--- src/design/cgse_pkg.sv ---
// ----------------------------------------------------------------------------
// cgse_pkg: shared types, register indexes and saturation helpers
// Q16.16 word type, configuration register codes and the clamps used by the
// constant-gain state estimator datapath.
// ----------------------------------------------------------------------------
package cgse_pkg;

    localparam int unsigned DataW    = 32;
    localparam int unsigned StepW    = 24;
    localparam int unsigned InvMassW = 31;
    localparam int unsigned CfgIdxW  = 3;
    localparam int unsigned ProdW    = 2 * DataW;
    localparam int unsigned FracW    = 16;

    typedef logic signed [DataW-1:0] t_q16;
    typedef logic signed [DataW+1:0] t_sum;
    typedef logic signed [ProdW-1:0] t_prod;

    typedef enum logic [CfgIdxW-1:0] {
        REG_GAIN_POSITION    = 3'd0,
        REG_GAIN_VELOCITY    = 3'd1,
        REG_GAIN_ACCEL       = 3'd2,
        REG_GAIN_MOTOR_FORCE = 3'd3,
        REG_GAIN_DRAG_FORCE  = 3'd4,
        REG_GAIN_RPM         = 3'd5,
        REG_INV_MASS         = 3'd6,
        REG_SPEED_TO_RPM     = 3'd7
    } t_reg_idx;

    localparam t_q16                 QMax         = 32'sh7FFF_FFFF;
    localparam t_q16                 QMin         = 32'sh8000_0000;
    localparam logic [InvMassW-1:0]  InvMassReset = 31'd65536;
    localparam t_q16                 SpeedToRpmReset = 32'sd65536;

    // Clamp a wide sum or difference into the signed 32-bit range.
    function automatic t_q16 sat_sum(input t_sum v);
        t_q16 res;
        if ((v[DataW+1:DataW-1] == 3'b000) || (v[DataW+1:DataW-1] == 3'b111)) begin
            res = v[DataW-1:0];
        end else if (v[DataW+1]) begin
            res = QMin;
        end else begin
            res = QMax;
        end
        return res;
    endfunction

    // Scale a full product by 2^-16 (floor) and clamp to 32 bits.
    function automatic t_q16 sat_prod(input t_prod p);
        t_prod s;
        t_q16  res;
        s = p >>> FracW;
        if (s[ProdW-1:DataW-1] == {(ProdW-DataW+1){s[DataW-1]}}) begin
            res = s[DataW-1:0];
        end else if (s[ProdW-1]) begin
            res = QMin;
        end else begin
            res = QMax;
        end
        return res;
    endfunction

endpackage

--- src/design/cgse_in_if.sv ---
// ----------------------------------------------------------------------------
// cgse_in_if: measurement item channel
// Valid/ready channel carrying one time step and six measurements.
// ----------------------------------------------------------------------------
interface cgse_in_if;
    logic                                valid;
    logic                                ready;
    logic [cgse_pkg::StepW-1:0]          time_step;
    logic signed [cgse_pkg::DataW-1:0]   meas_position;
    logic signed [cgse_pkg::DataW-1:0]   meas_velocity;
    logic signed [cgse_pkg::DataW-1:0]   meas_accel;
    logic signed [cgse_pkg::DataW-1:0]   meas_motor_force;
    logic signed [cgse_pkg::DataW-1:0]   meas_drag_force;
    logic signed [cgse_pkg::DataW-1:0]   meas_rpm;

    modport source (
        output valid, time_step, meas_position, meas_velocity, meas_accel,
               meas_motor_force, meas_drag_force, meas_rpm,
        input  ready
    );
    modport sink (
        input  valid, time_step, meas_position, meas_velocity, meas_accel,
               meas_motor_force, meas_drag_force, meas_rpm,
        output ready
    );
endinterface

--- src/design/cgse_out_if.sv ---
// ----------------------------------------------------------------------------
// cgse_out_if: estimate item channel
// Valid/ready channel carrying the six updated estimates.
// ----------------------------------------------------------------------------
interface cgse_out_if;
    logic                                valid;
    logic                                ready;
    logic signed [cgse_pkg::DataW-1:0]   out_position;
    logic signed [cgse_pkg::DataW-1:0]   out_velocity;
    logic signed [cgse_pkg::DataW-1:0]   out_accel;
    logic signed [cgse_pkg::DataW-1:0]   out_motor_force;
    logic signed [cgse_pkg::DataW-1:0]   out_drag_force;
    logic signed [cgse_pkg::DataW-1:0]   out_rpm;

    modport source (
        output valid, out_position, out_velocity, out_accel, out_motor_force,
               out_drag_force, out_rpm,
        input  ready
    );
    modport sink (
        input  valid, out_position, out_velocity, out_accel, out_motor_force,
               out_drag_force, out_rpm,
        output ready
    );
endinterface

--- src/design/constant_gain_state_estimator_core.sv ---
// ----------------------------------------------------------------------------
// constant_gain_state_estimator_core: constant-gain six-state tracker
// Propagates position, velocity and rpm over the time step, acceleration from the
// forces, and corrects every estimate toward its measurement by a fixed Q16.16 gain.
// ----------------------------------------------------------------------------
// Sequence: after the item is taken, the sequencer runs S_VDT to S_URPM,
//   then shows the result item; it takes no new item until the sink takes it.
// Throughput is set by the single shared 32x32 multiplier and the single
//   saturating adder, each used at most once per sequencer step.
// Reset (synchronous, active low): estimates clear to zero, gains clear to
//   zero, inv_mass and speed_to_rpm load 1.0; the block comes up ready.
module constant_gain_state_estimator_core (
    input  logic                          i_clk,
    input  logic                          i_rst_n,
    input  logic                          i_cfg_we,
    input  logic [cgse_pkg::CfgIdxW-1:0]  i_cfg_idx,
    input  logic [cgse_pkg::DataW-1:0]    i_cfg_data,
    cgse_in_if.sink                       i_meas,
    cgse_out_if.source                    o_est
);

    // Sequencer steps. Each step issues at most one multiply and one
    // saturating add; the product of a step is consumed in the next one.
    typedef enum logic [3:0] {
        S_IDLE,
        S_VDT,     // mul vel*dt; add motor+drag force
        S_ADT,     // mul acc*dt; predicted position
        S_FMASS,   // mul force sum*inv_mass; predicted velocity
        S_DRPM,    // mul da*speed_to_rpm; position residual
        S_KPOS,    // mul position gain; predicted rpm
        S_UPOS,    // mul motor force gain; update position
        S_EVEL,    // mul drag force gain; velocity residual
        S_EACC,    // mul velocity gain; acceleration residual
        S_UVEL,    // mul accel gain; update velocity
        S_UACC,    // update acceleration
        S_ERPM,    // rpm residual
        S_KRPM,    // mul rpm gain
        S_URPM,    // update rpm
        S_OUT
    } t_state;

    t_state r_state;

    // Configuration registers
    cgse_pkg::t_q16                       r_gain_pos;
    cgse_pkg::t_q16                       r_gain_vel;
    cgse_pkg::t_q16                       r_gain_acc;
    cgse_pkg::t_q16                       r_gain_fm;
    cgse_pkg::t_q16                       r_gain_fd;
    cgse_pkg::t_q16                       r_gain_rpm;
    logic [cgse_pkg::InvMassW-1:0]        r_inv_mass;
    cgse_pkg::t_q16                       r_s2r;

    // Estimates
    cgse_pkg::t_q16 r_est_pos, r_est_vel, r_est_acc, r_est_fm, r_est_fd, r_est_rpm;

    // Captured item
    logic [cgse_pkg::StepW-1:0] r_dt;
    cgse_pkg::t_q16 r_m_pos, r_m_vel, r_m_acc, r_m_fm, r_m_fd, r_m_rpm;

    // Working registers
    cgse_pkg::t_q16 r_fsum, r_da, r_pp, r_pv, r_pa, r_pr, r_e, r_e2;
    cgse_pkg::t_prod r_prod;

    // Shared unit operands
    cgse_pkg::t_q16 mul_a, mul_b;
    cgse_pkg::t_q16 add_x, add_y;
    logic           add_neg;
    cgse_pkg::t_sum add_raw;
    cgse_pkg::t_q16 add_res;
    cgse_pkg::t_q16 q;
    cgse_pkg::t_q16 dt_op;
    cgse_pkg::t_q16 inv_op;

    assign dt_op  = $signed({{(cgse_pkg::DataW-cgse_pkg::StepW){1'b0}}, r_dt});
    assign inv_op = $signed({{(cgse_pkg::DataW-cgse_pkg::InvMassW){1'b0}}, r_inv_mass});

    // Scaled, clamped product of the previous step
    assign q = cgse_pkg::sat_prod(r_prod);

    // Operand selection for the multiplier and the adder
    always_comb begin
        mul_a   = '0;
        mul_b   = '0;
        add_x   = '0;
        add_y   = '0;
        add_neg = 1'b0;
        case (r_state)
            S_VDT: begin
                mul_a = r_est_vel;  mul_b = dt_op;
                add_x = r_est_fm;   add_y = r_est_fd;
            end
            S_ADT: begin
                mul_a = r_est_acc;  mul_b = dt_op;
                add_x = r_est_pos;  add_y = q;
            end
            S_FMASS: begin
                mul_a = r_fsum;     mul_b = inv_op;
                add_x = r_est_vel;  add_y = q;
            end
            S_DRPM: begin
                mul_a = r_da;       mul_b = r_s2r;
                add_x = r_m_pos;    add_y = r_pp;  add_neg = 1'b1;
            end
            S_KPOS: begin
                mul_a = r_gain_pos; mul_b = r_e;
                add_x = r_est_rpm;  add_y = q;
            end
            S_UPOS: begin
                mul_a = r_gain_fm;  mul_b = r_m_fm;
                add_x = r_pp;       add_y = q;
            end
            S_EVEL: begin
                mul_a = r_gain_fd;  mul_b = r_m_fd;
                add_x = r_m_vel;    add_y = r_pv;  add_neg = 1'b1;
            end
            S_EACC: begin
                mul_a = r_gain_vel; mul_b = r_e;
                add_x = r_m_acc;    add_y = r_pa;  add_neg = 1'b1;
            end
            S_UVEL: begin
                mul_a = r_gain_acc; mul_b = r_e2;
                add_x = r_pv;       add_y = q;
            end
            S_UACC: begin
                add_x = r_pa;       add_y = q;
            end
            S_ERPM: begin
                add_x = r_m_rpm;    add_y = r_pr;  add_neg = 1'b1;
            end
            S_KRPM: begin
                mul_a = r_gain_rpm; mul_b = r_e;
            end
            S_URPM: begin
                add_x = r_pr;       add_y = q;
            end
            default: begin
            end
        endcase
    end

    // Saturating adder: widen by two bits so that a difference never wraps
    always_comb begin
        if (add_neg) begin
            add_raw = cgse_pkg::t_sum'(add_x) - cgse_pkg::t_sum'(add_y);
        end else begin
            add_raw = cgse_pkg::t_sum'(add_x) + cgse_pkg::t_sum'(add_y);
        end
        add_res = cgse_pkg::sat_sum(add_raw);
    end

    // Configuration writes; all eight indexes are in use
    always_ff @(posedge i_clk) begin
        if (!i_rst_n) begin
            r_gain_pos <= '0;
            r_gain_vel <= '0;
            r_gain_acc <= '0;
            r_gain_fm  <= '0;
            r_gain_fd  <= '0;
            r_gain_rpm <= '0;
            r_inv_mass <= cgse_pkg::InvMassReset;
            r_s2r      <= cgse_pkg::SpeedToRpmReset;
        end else if (i_cfg_we) begin
            case (cgse_pkg::t_reg_idx'(i_cfg_idx))
                cgse_pkg::REG_GAIN_POSITION:    r_gain_pos <= i_cfg_data;
                cgse_pkg::REG_GAIN_VELOCITY:    r_gain_vel <= i_cfg_data;
                cgse_pkg::REG_GAIN_ACCEL:       r_gain_acc <= i_cfg_data;
                cgse_pkg::REG_GAIN_MOTOR_FORCE: r_gain_fm  <= i_cfg_data;
                cgse_pkg::REG_GAIN_DRAG_FORCE:  r_gain_fd  <= i_cfg_data;
                cgse_pkg::REG_GAIN_RPM:         r_gain_rpm <= i_cfg_data;
                cgse_pkg::REG_INV_MASS:
                    r_inv_mass <= i_cfg_data[cgse_pkg::InvMassW-1:0];
                cgse_pkg::REG_SPEED_TO_RPM:     r_s2r      <= i_cfg_data;
                default: begin
                end
            endcase
        end
    end

    // Sequencer, working registers and estimates
    always_ff @(posedge i_clk) begin
        // Keep the multiplier busy every cycle; only the next step reads it
        r_prod <= cgse_pkg::t_prod'(mul_a) * cgse_pkg::t_prod'(mul_b);
        if (!i_rst_n) begin
            r_state   <= S_IDLE;
            r_est_pos <= '0;
            r_est_vel <= '0;
            r_est_acc <= '0;
            r_est_fm  <= '0;
            r_est_fd  <= '0;
            r_est_rpm <= '0;
        end else begin
            case (r_state)
                S_IDLE: begin
                    if (i_meas.valid) begin
                        // Capture the item and start the sequence
                        r_dt    <= i_meas.time_step;
                        r_m_pos <= i_meas.meas_position;
                        r_m_vel <= i_meas.meas_velocity;
                        r_m_acc <= i_meas.meas_accel;
                        r_m_fm  <= i_meas.meas_motor_force;
                        r_m_fd  <= i_meas.meas_drag_force;
                        r_m_rpm <= i_meas.meas_rpm;
                        r_state <= S_VDT;
                    end
                end
                S_VDT: begin
                    r_fsum  <= add_res;
                    r_state <= S_ADT;
                end
                S_ADT: begin
                    r_pp    <= add_res;
                    r_state <= S_FMASS;
                end
                S_FMASS: begin
                    r_da    <= q;
                    r_pv    <= add_res;
                    r_state <= S_DRPM;
                end
                S_DRPM: begin
                    r_pa    <= q;
                    r_e     <= add_res;
                    r_state <= S_KPOS;
                end
                S_KPOS: begin
                    r_pr    <= add_res;
                    r_state <= S_UPOS;
                end
                S_UPOS: begin
                    r_est_pos <= add_res;
                    r_state   <= S_EVEL;
                end
                S_EVEL: begin
                    // Predicted motor force is zero: the scaled product is the update
                    r_est_fm <= q;
                    r_e      <= add_res;
                    r_state  <= S_EACC;
                end
                S_EACC: begin
                    r_est_fd <= q;
                    r_e2     <= add_res;
                    r_state  <= S_UVEL;
                end
                S_UVEL: begin
                    r_est_vel <= add_res;
                    r_state   <= S_UACC;
                end
                S_UACC: begin
                    r_est_acc <= add_res;
                    r_state   <= S_ERPM;
                end
                S_ERPM: begin
                    r_e     <= add_res;
                    r_state <= S_KRPM;
                end
                S_KRPM: begin
                    r_state <= S_URPM;
                end
                S_URPM: begin
                    r_est_rpm <= add_res;
                    r_state   <= S_OUT;
                end
                S_OUT: begin
                    // Hold the result item until the sink takes it
                    if (o_est.ready) begin
                        r_state <= S_IDLE;
                    end
                end
                default: begin
                    r_state <= S_IDLE;
                end
            endcase
        end
    end

    assign i_meas.ready          = (r_state == S_IDLE);
    assign o_est.valid           = (r_state == S_OUT);
    assign o_est.out_position    = r_est_pos;
    assign o_est.out_velocity    = r_est_vel;
    assign o_est.out_accel       = r_est_acc;
    assign o_est.out_motor_force = r_est_fm;
    assign o_est.out_drag_force  = r_est_fd;
    assign o_est.out_rpm         = r_est_rpm;

endmodule

--- src/flat_wrapper.sv ---
// flat-port wrapper written by rule: the top's interface ports become plain ports
module constant_gain_state_estimator_core_flat 
  (i_clk, i_rst_n, i_cfg_we, i_cfg_idx, i_cfg_data, i_meas_valid, i_meas_time_step, i_meas_meas_position, i_meas_meas_velocity, i_meas_meas_accel, i_meas_meas_motor_force, i_meas_meas_drag_force, i_meas_meas_rpm, i_meas_ready, o_est_valid, o_est_out_position, o_est_out_velocity, o_est_out_accel, o_est_out_motor_force, o_est_out_drag_force, o_est_out_rpm, o_est_ready);
  cgse_in_if i_meas_i ();
  cgse_out_if o_est_i ();
  input  logic i_clk;
  input  logic i_rst_n;
  input  logic i_cfg_we;
  input  logic [cgse_pkg::CfgIdxW-1:0] i_cfg_idx;
  input  logic [cgse_pkg::DataW-1:0] i_cfg_data;
  input wire logic [$bits(i_meas_i.valid)-1:0] i_meas_valid;
  input wire logic [$bits(i_meas_i.time_step)-1:0] i_meas_time_step;
  input wire logic [$bits(i_meas_i.meas_position)-1:0] i_meas_meas_position;
  input wire logic [$bits(i_meas_i.meas_velocity)-1:0] i_meas_meas_velocity;
  input wire logic [$bits(i_meas_i.meas_accel)-1:0] i_meas_meas_accel;
  input wire logic [$bits(i_meas_i.meas_motor_force)-1:0] i_meas_meas_motor_force;
  input wire logic [$bits(i_meas_i.meas_drag_force)-1:0] i_meas_meas_drag_force;
  input wire logic [$bits(i_meas_i.meas_rpm)-1:0] i_meas_meas_rpm;
  output wire logic [$bits(i_meas_i.ready)-1:0] i_meas_ready;
  output wire logic [$bits(o_est_i.valid)-1:0] o_est_valid;
  output wire logic [$bits(o_est_i.out_position)-1:0] o_est_out_position;
  output wire logic [$bits(o_est_i.out_velocity)-1:0] o_est_out_velocity;
  output wire logic [$bits(o_est_i.out_accel)-1:0] o_est_out_accel;
  output wire logic [$bits(o_est_i.out_motor_force)-1:0] o_est_out_motor_force;
  output wire logic [$bits(o_est_i.out_drag_force)-1:0] o_est_out_drag_force;
  output wire logic [$bits(o_est_i.out_rpm)-1:0] o_est_out_rpm;
  input wire logic [$bits(o_est_i.ready)-1:0] o_est_ready;
  assign i_meas_i.valid = i_meas_valid;
  assign i_meas_i.time_step = i_meas_time_step;
  assign i_meas_i.meas_position = i_meas_meas_position;
  assign i_meas_i.meas_velocity = i_meas_meas_velocity;
  assign i_meas_i.meas_accel = i_meas_meas_accel;
  assign i_meas_i.meas_motor_force = i_meas_meas_motor_force;
  assign i_meas_i.meas_drag_force = i_meas_meas_drag_force;
  assign i_meas_i.meas_rpm = i_meas_meas_rpm;
  assign i_meas_ready = i_meas_i.ready;
  assign o_est_valid = o_est_i.valid;
  assign o_est_out_position = o_est_i.out_position;
  assign o_est_out_velocity = o_est_i.out_velocity;
  assign o_est_out_accel = o_est_i.out_accel;
  assign o_est_out_motor_force = o_est_i.out_motor_force;
  assign o_est_out_drag_force = o_est_i.out_drag_force;
  assign o_est_out_rpm = o_est_i.out_rpm;
  assign o_est_i.ready = o_est_ready;
  constant_gain_state_estimator_core u_core (.i_clk(i_clk), .i_rst_n(i_rst_n), .i_cfg_we(i_cfg_we), .i_cfg_idx(i_cfg_idx), .i_cfg_data(i_cfg_data), .i_meas(i_meas_i), .o_est(o_est_i));
endmodule
--- config.mk ---
export PLATFORM = sky130hd
export DESIGN_NAME = constant_gain_state_estimator_core_flat
export DESIGN_NICKNAME = d
export VERILOG_FILES = /design/src/design/cgse_pkg.sv /design/src/design/cgse_in_if.sv /design/src/design/cgse_out_if.sv /design/src/design/constant_gain_state_estimator_core.sv /design/src/flat_wrapper.sv
export SDC_FILE = /design/constraint.sdc
export NUM_CORES = 2
export LEC_CHECK = 0
export ABC_AREA = 0
export BUFFER_PORTS_ARGS = -buffer_cell sky130_fd_sc_hd__buf_2
export CAP_MARGIN = 10
export CORE_ASPECT_RATIO = 0.8
export CORE_UTILIZATION = 25
export CTS_CLUSTER_DIAMETER = 100
export DETAILED_ROUTE_END_ITERATION = 12
export PLACE_DENSITY_LB_ADDON = 0.25
export SLEW_MARGIN = 25
export SYNTH_ARGS = -nofsm -noshare
export SYNTH_HDL_FRONTEND = slang
export SYNTH_SLANG_ARGS = --single-unit
--- constraint.sdc ---
create_clock -name i_clk -period 20.7 [get_ports i_clk]
set_clock_uncertainty 0.2 [all_clocks]
set_input_delay 0 -clock i_clk [delete_from_list [all_inputs] [get_ports i_clk]]
set_output_delay 0 -clock i_clk [all_outputs]
set_load 0.005 [all_outputs]
# --- Word level (Yosys, flattened, before mapping) ---
# Index checks and enable logic that the tools add are counted.
totals:
  reg_bits: 987
  input_bits: 256
  output_inout_bits: 194
  elab_cells: 98
classes:
  addsub: 2
  multipliers: 1
  n_eq_ne: 25
  mux: 13
  n_reduce_logical: 26
op_table:
  columns: ["operator", "count"]
  rows:
  - ["one-hot mux 32 bit (12 select lines)", 1]
  - ["one-hot mux 32 bit (10 select lines)", 1]
  - ["one-hot mux 32 bit (7 select lines)", 1]
  - ["one-hot mux 32 bit (6 select lines)", 1]
  - ["two-way mux 32 bit", 4]
  - ["multiplier 32 x 32 -> 64 bit", 1]
  - ["one-hot mux 4 bit (15 select lines)", 1]
  - ["two-way mux 34 bit", 1]
  - ["adder 32 x 32 -> 33 bit", 1]
  - ["subtractor 32 x 32 -> 33 bit", 1]
  - ["== test 32 bit", 1]
  - ["AND reduction 2 bit", 16]
  - ["== test 4 bit (second input constant)", 7]
  - ["== test 4 x 3 -> 1 bit (second input constant)", 4]
  - ["== test 3 bit (second input constant)", 5]
  - ["== test 4 x 2 -> 1 bit (second input constant)", 2]
  - ["two-way mux 4 bit", 2]
  - ["OR reduction 7 bit", 1]
  - ["== test 3 x 2 -> 1 bit (second input constant)", 2]
  - ["zero test 3 bit", 2]
  - ["OR reduction 3 bit", 2]
  - ["== test 4 x 1 -> 1 bit (second input constant)", 1]
  - ["zero test 4 bit", 1]
  - ["OR reduction 4 bit", 1]
  - ["other kinds (7)", 7]

# --- Depth between registers and ports, before layout ---
depth:
  word_depth: 8
  mapped_depth: 40
  mapped_depth_nobuf: 34

# --- Worst setup path before layout ---
# Ideal clock, no wire load.
synth_timing:
  kind: "reg-to-reg"
  from: "register u_core.r_state[3]"
  to: "register u_core.r_prod[46]"
  setup_time_ns: 0.118
  t_arrival_ns: 9.640
  required_time_ns: 20.382
  path_slack_ns: 10.742
  path_stages_with_launch: 39
  n_path_buf: 9
  period_less_slack_ns: 9.958
  path_cell_list: "dfxtp_1 > buf_2 > buf_2 > buf_2 > buf_1 > nor3_1 > clkbuf_1 > clkbuf_1 > clkbuf_1 > a222oi_1 > nand3_1 > clkbuf_1 > nand2_1 > fa_1 > inv_1 > fa_1 > inv_1 > fa_1 > [... 3 more ...] > fa_1 > fa_1 > inv_1 > fa_1 > inv_1 > ha_1 > clkbuf_1 > and3_1 > nand2_1 > nor4_1 > inv_1 > o311ai_1 > o21ai_0 > nor2_1 > o311ai_1 > a2111oi_0 > nor2_1 > xnor2_1"
synth_via:
  elab_chain_len: 4
  elab_cells_between_ends: 15
  classes_between: "mul (1); eq/ne (10); mux (2); reduce/logical (2)"
synth_lines:
  columns: ["element", "line", "source"]
  rows:
  - ["from (decl)", "constant_gain_state_estimator_core.sv:42", "t_state r_state;"]
  - ["from (signal assigned)", "constant_gain_state_estimator_core.sv:185", "r_state <= S_IDLE;"]
  - ["from (signal assigned)", "constant_gain_state_estimator_core.sv:204", "r_state <= S_VDT;"]
  - ["from (signal assigned)", "constant_gain_state_estimator_core.sv:209", "r_state <= S_ADT;"]
  - ["== test 4 x 3 -> 1 bit (tied with other cells)", "constant_gain_state_estimator_core.sv:88", "case (r_state)"]
  - ["OR reduction 3 bit (no source line) or OR reduction 2 bit (tied branches)", null, null]
  - ["one-hot mux 32 bit (7 select lines)", "constant_gain_state_estimator_core.sv:88", null]
  - ["multiplier 32 x 32 -> 64 bit (*)", "constant_gain_state_estimator_core.sv:183", "r_prod <= cgse_pkg::t_prod'(mul_a) * cgse_pkg::t_prod'(mul_b);"]
  - ["to (signal assigned)", "constant_gain_state_estimator_core.sv:183", null]
  - ["to (decl)", "constant_gain_state_estimator_core.sv:63", "cgse_pkg::t_prod r_prod;"]
# Every way passes the cells marked *; elsewhere a longest branch is shown, timed or not.
# A chain may end at the register's enable or synchronous reset.

# --- Worst setup path in the final report ---
layout_timing:
  from: "register u_core.r_state[0]"
  to: "register u_core.r_prod[46]"
# Same word-level chain as after synthesis.

==> results.yml <==
clock_network:
  clock_insertion_delay_worst_skew_ns: 0.79
  cts_tree: "built"
  clk_pin_slew_worst_paths_ns: 0.06
  cts_root_buf: "clkbuf_16"
  clock_path_buffers: 3
  cts-resized-gates: 0
  cts_hold_buf: 506
  clock_sinks: 971
  cts_max_level: 3
  numCtsBuffers: 110
  cts_setup_buffers: 0
cells_and_area:
  final_util_pct: 30.56
  largest_reg_flops: 48
  drive_above_1_share_pct: 12.09
  top_register: "u_core.r_prod"
  fillers: 31050
  layout_commonest_cell: "nand2_1"
  nNetsFinal: 9971
  syn2layout_area_growth_pct: 21.24
  layout_common_cells: "1174 x nand2_1, 1082 x fa_1, 1063 x inv_1"
setup_path:
  crit_type: "register to register"
  path_buf_inv: 8
  critPathRequiredTime_ns: 21.17
  crit_path_frequent_cell: "fa_1"
  reg2reg_slack_ns: 7.55
  slowest_delay_ns: 0.91
  critical_path.top_delay_family: "adder cells"
  end_kind: "register"
  cp_slowest_cell: "dfxtp_2"
  r2r_start: "u_core.r_state[0]$_SDFFE_PN0P_"
  cp-start-kind: "register"
  path_max_fanout: 45
  r2r_end: "u_core.r_prod[46]$_DFF_P_"
  arrival_ns: 13.62
  rr_worst_depth: 33
sta:
  rsz0062_at_grt: "false"
  finalSetupViolCount: 0
  worst_slew_pin_slew_ns: 1.326
  tns_ns: 0
  relSlewSlack_pct: 10.83
  period_needed_ns: 13.15
  slew_violations: 0
  hold_slack_ns: 0.04703
  fin_crit_sh_pct: 63.53
  hold_viol: 0
  fmax_mhz: 76.04
global_route:
  antenna_found_initial: 39
  grt_usage_pct: 23.05
  grt_pass1_wl_mm: 497.7
  grt_max_degree: 104
  grt_overflow_total: 0
  grt_pass1_vias: 65120
worst_hold_path:
  hold_end: "u_core.r_gain_rpm[15]$_SDFFE_PN0P_"
  holdPathStages: 4
  hold_path.class: "input pin to register"
  min_from: "i_cfg_data[15]"
synthesis:
  synth_area_per_cell_um2: 9.799
  synth-edff-count: 472
  ys_seq_area_share_pct: 32.13
  synth_ff_type: "dfxtp_1"
  synth_fp_nets: 9225
  syn-cell-area_um2: 75200
  syn_inst: 7674
  ys_seq_elements: 971
  yosysWarnings: 0
  synthArstFlopShare_pct: 0
  synth_cell_type_count: 98
die:
  die_w_um: 615.2
  fp.dieH_um: 492.5
  io_pins: 450
  initial_core_util_pct: 25.21
  coreArea_um2: 298300
  die-area_um2: 303000
  rows: 179
detailed_routing:
  drtAntennaViolNets: 0
  drt_first_pass_iters: 10
  num_vias: 63310
  wire_per_inst_um: 28.34
  drt-total-wl_mm: 354.6
  drc: 0
  vias_per_cell: 5.060
  drt_iter0_markers: 7591
status:
  outcome: "finished clean"
place:
  io_buffers: 449
  hpwl_mm: 262.9
  place.gp.congestion: 0.9715
run:
  cap_violations: 0
-- worst min-delay path, cell delays in order --
cell and delay, ns:
dlygate4sd3_1 0.63, buf_2 0.22, nand2_1 0.07, a21oi_1 0.05
-- final cells by class --
cell class                 count  area (um2)  share of cell area, %
antenna                       14       35.03                0.03843
clock buffer                 149        3136                  3.439
clock inverter                60       693.2                 0.7603
inverter                    1067        4015                  4.404
multi-input combinational   5124       45350                  49.75
sequential                   971       24170                  26.51
tap                         3982        4982                  5.465
timing repair buffer        1146        8791                  9.642
-- how the worst max path moves through the flow --
stage,from,end,slack [ns],cells past startpoint
6_report,u_core.r_state[0]$_SDFFE_PN0P_,u_core.r_prod[46]$_DFF_P_,7.55,33
4_1_cts,u_core.r_state[0]$_SDFFE_PN0P_,u_core.r_prod[58]$_DFF_P_,7.38,29
2_1_floorplan,u_core.r_state[3]$_SDFFE_PN0P_,u_core.r_prod[46]$_DFF_P_,10.74,38
3_5_place_dp,u_core.r_state[0]$_SDFFE_PN0P_,u_core.r_prod[58]$_DFF_P_,7.40,29
3_3_place_gp,u_core.r_state[0]$_SDFFE_PN0P_,u_core.r_prod[58]$_DFF_P_,7.67,29
5_1_grt,u_core.r_state[0]$_SDFFE_PN0P_,u_core.r_prod[58]$_DFF_P_,6.86,29
-- through the flow --
stage	instances	area (um2)	worst slack [ns]
after floorplan	7674	75200	10.74
after global placement	11780	82190	7.669
after detailed placement	11780	82220	7.402
after CTS	12500	91110	7.379
after global routing	12510	91160	6.864
final	12510	91170	7.549
-- cells in the mapped netlist (6+ instances only) --
cell type | instances | share of area [%]
nand2_1 | 1174 | 5.9
fa_1 | 1082 | 29
inv_1 | 1063 | 5.3
nor2_1 | 774 | 3.9
dfxtp_1 | 499 | 13
edfxtp_1 | 472 | 19
a21oi_1 | 419 | 2.8
clkbuf_1 | 377 | 1.9
a22oi_1 | 222 | 2.2
ha_1 | 213 | 3.5
nand3_1 | 121 | 0.81
a22o_1 | 114 | 1.3
a211oi_1 | 108 | 1.1
a221oi_1 | 97 | 1.1
o21ai_0 | 85 | 0.57
xnor2_1 | 62 | 0.72
buf_1 | 61 | 0.30
a211oi_2 | 60 | 1.0
a222oi_1 | 55 | 0.73
xor2_1 | 52 | 0.61
a21o_1 | 46 | 0.46
buf_2 | 39 | 0.26
and3_1 | 35 | 0.29
clkbuf_2 | 31 | 0.21
nand2b_1 | 29 | 0.24
nand4_1 | 29 | 0.24
nor3_1 | 29 | 0.19
nor2b_1 | 28 | 0.23
or2_2 | 28 | 0.23
a31oi_1 | 25 | 0.21
and2_1 | 23 | 0.19
maj3_1 | 22 | 0.29
nor2_2 | 19 | 0.16
o21a_1 | 15 | 0.15
o22ai_1 | 11 | 0.092
and4_1 | 10 | 0.12
nor4_1 | 10 | 0.083
o21bai_1 | 10 | 0.10
a311oi_1 | 7 | 0.082
a311o_1 | 6 | 0.080
nand3b_1 | 6 | 0.060
nand4b_1 | 6 | 0.070
-- logic make-up after synthesis --
family                   Yosys count  share of synthesized area, %
multiplexers                       6                       0.08319
adder cells (fa/ha/maj)         1320                         32.69
buffers and inverters           1579                         8.036
XOR/XNOR                         116                         1.381
flip-flops                       971                         32.13
AND/OR/NAND/NOR                 2347                         12.97
AO/OA/AOI/OAI                   1335                         12.71
-- metal layers --
layer  up-vias  global-route usage, %  part of all wire (%)
met2      3413                  35.17                    43
li1      26600                      -                     -
met1     32570                  30.86                    41
met5         -                      0                 0.023
met3       716                  5.414                   9.6
met4        12                  10.75                   5.6
Power is not shown: default switching activity piles up to over one toggle a cycle in this logic, so the estimate is an artifact.
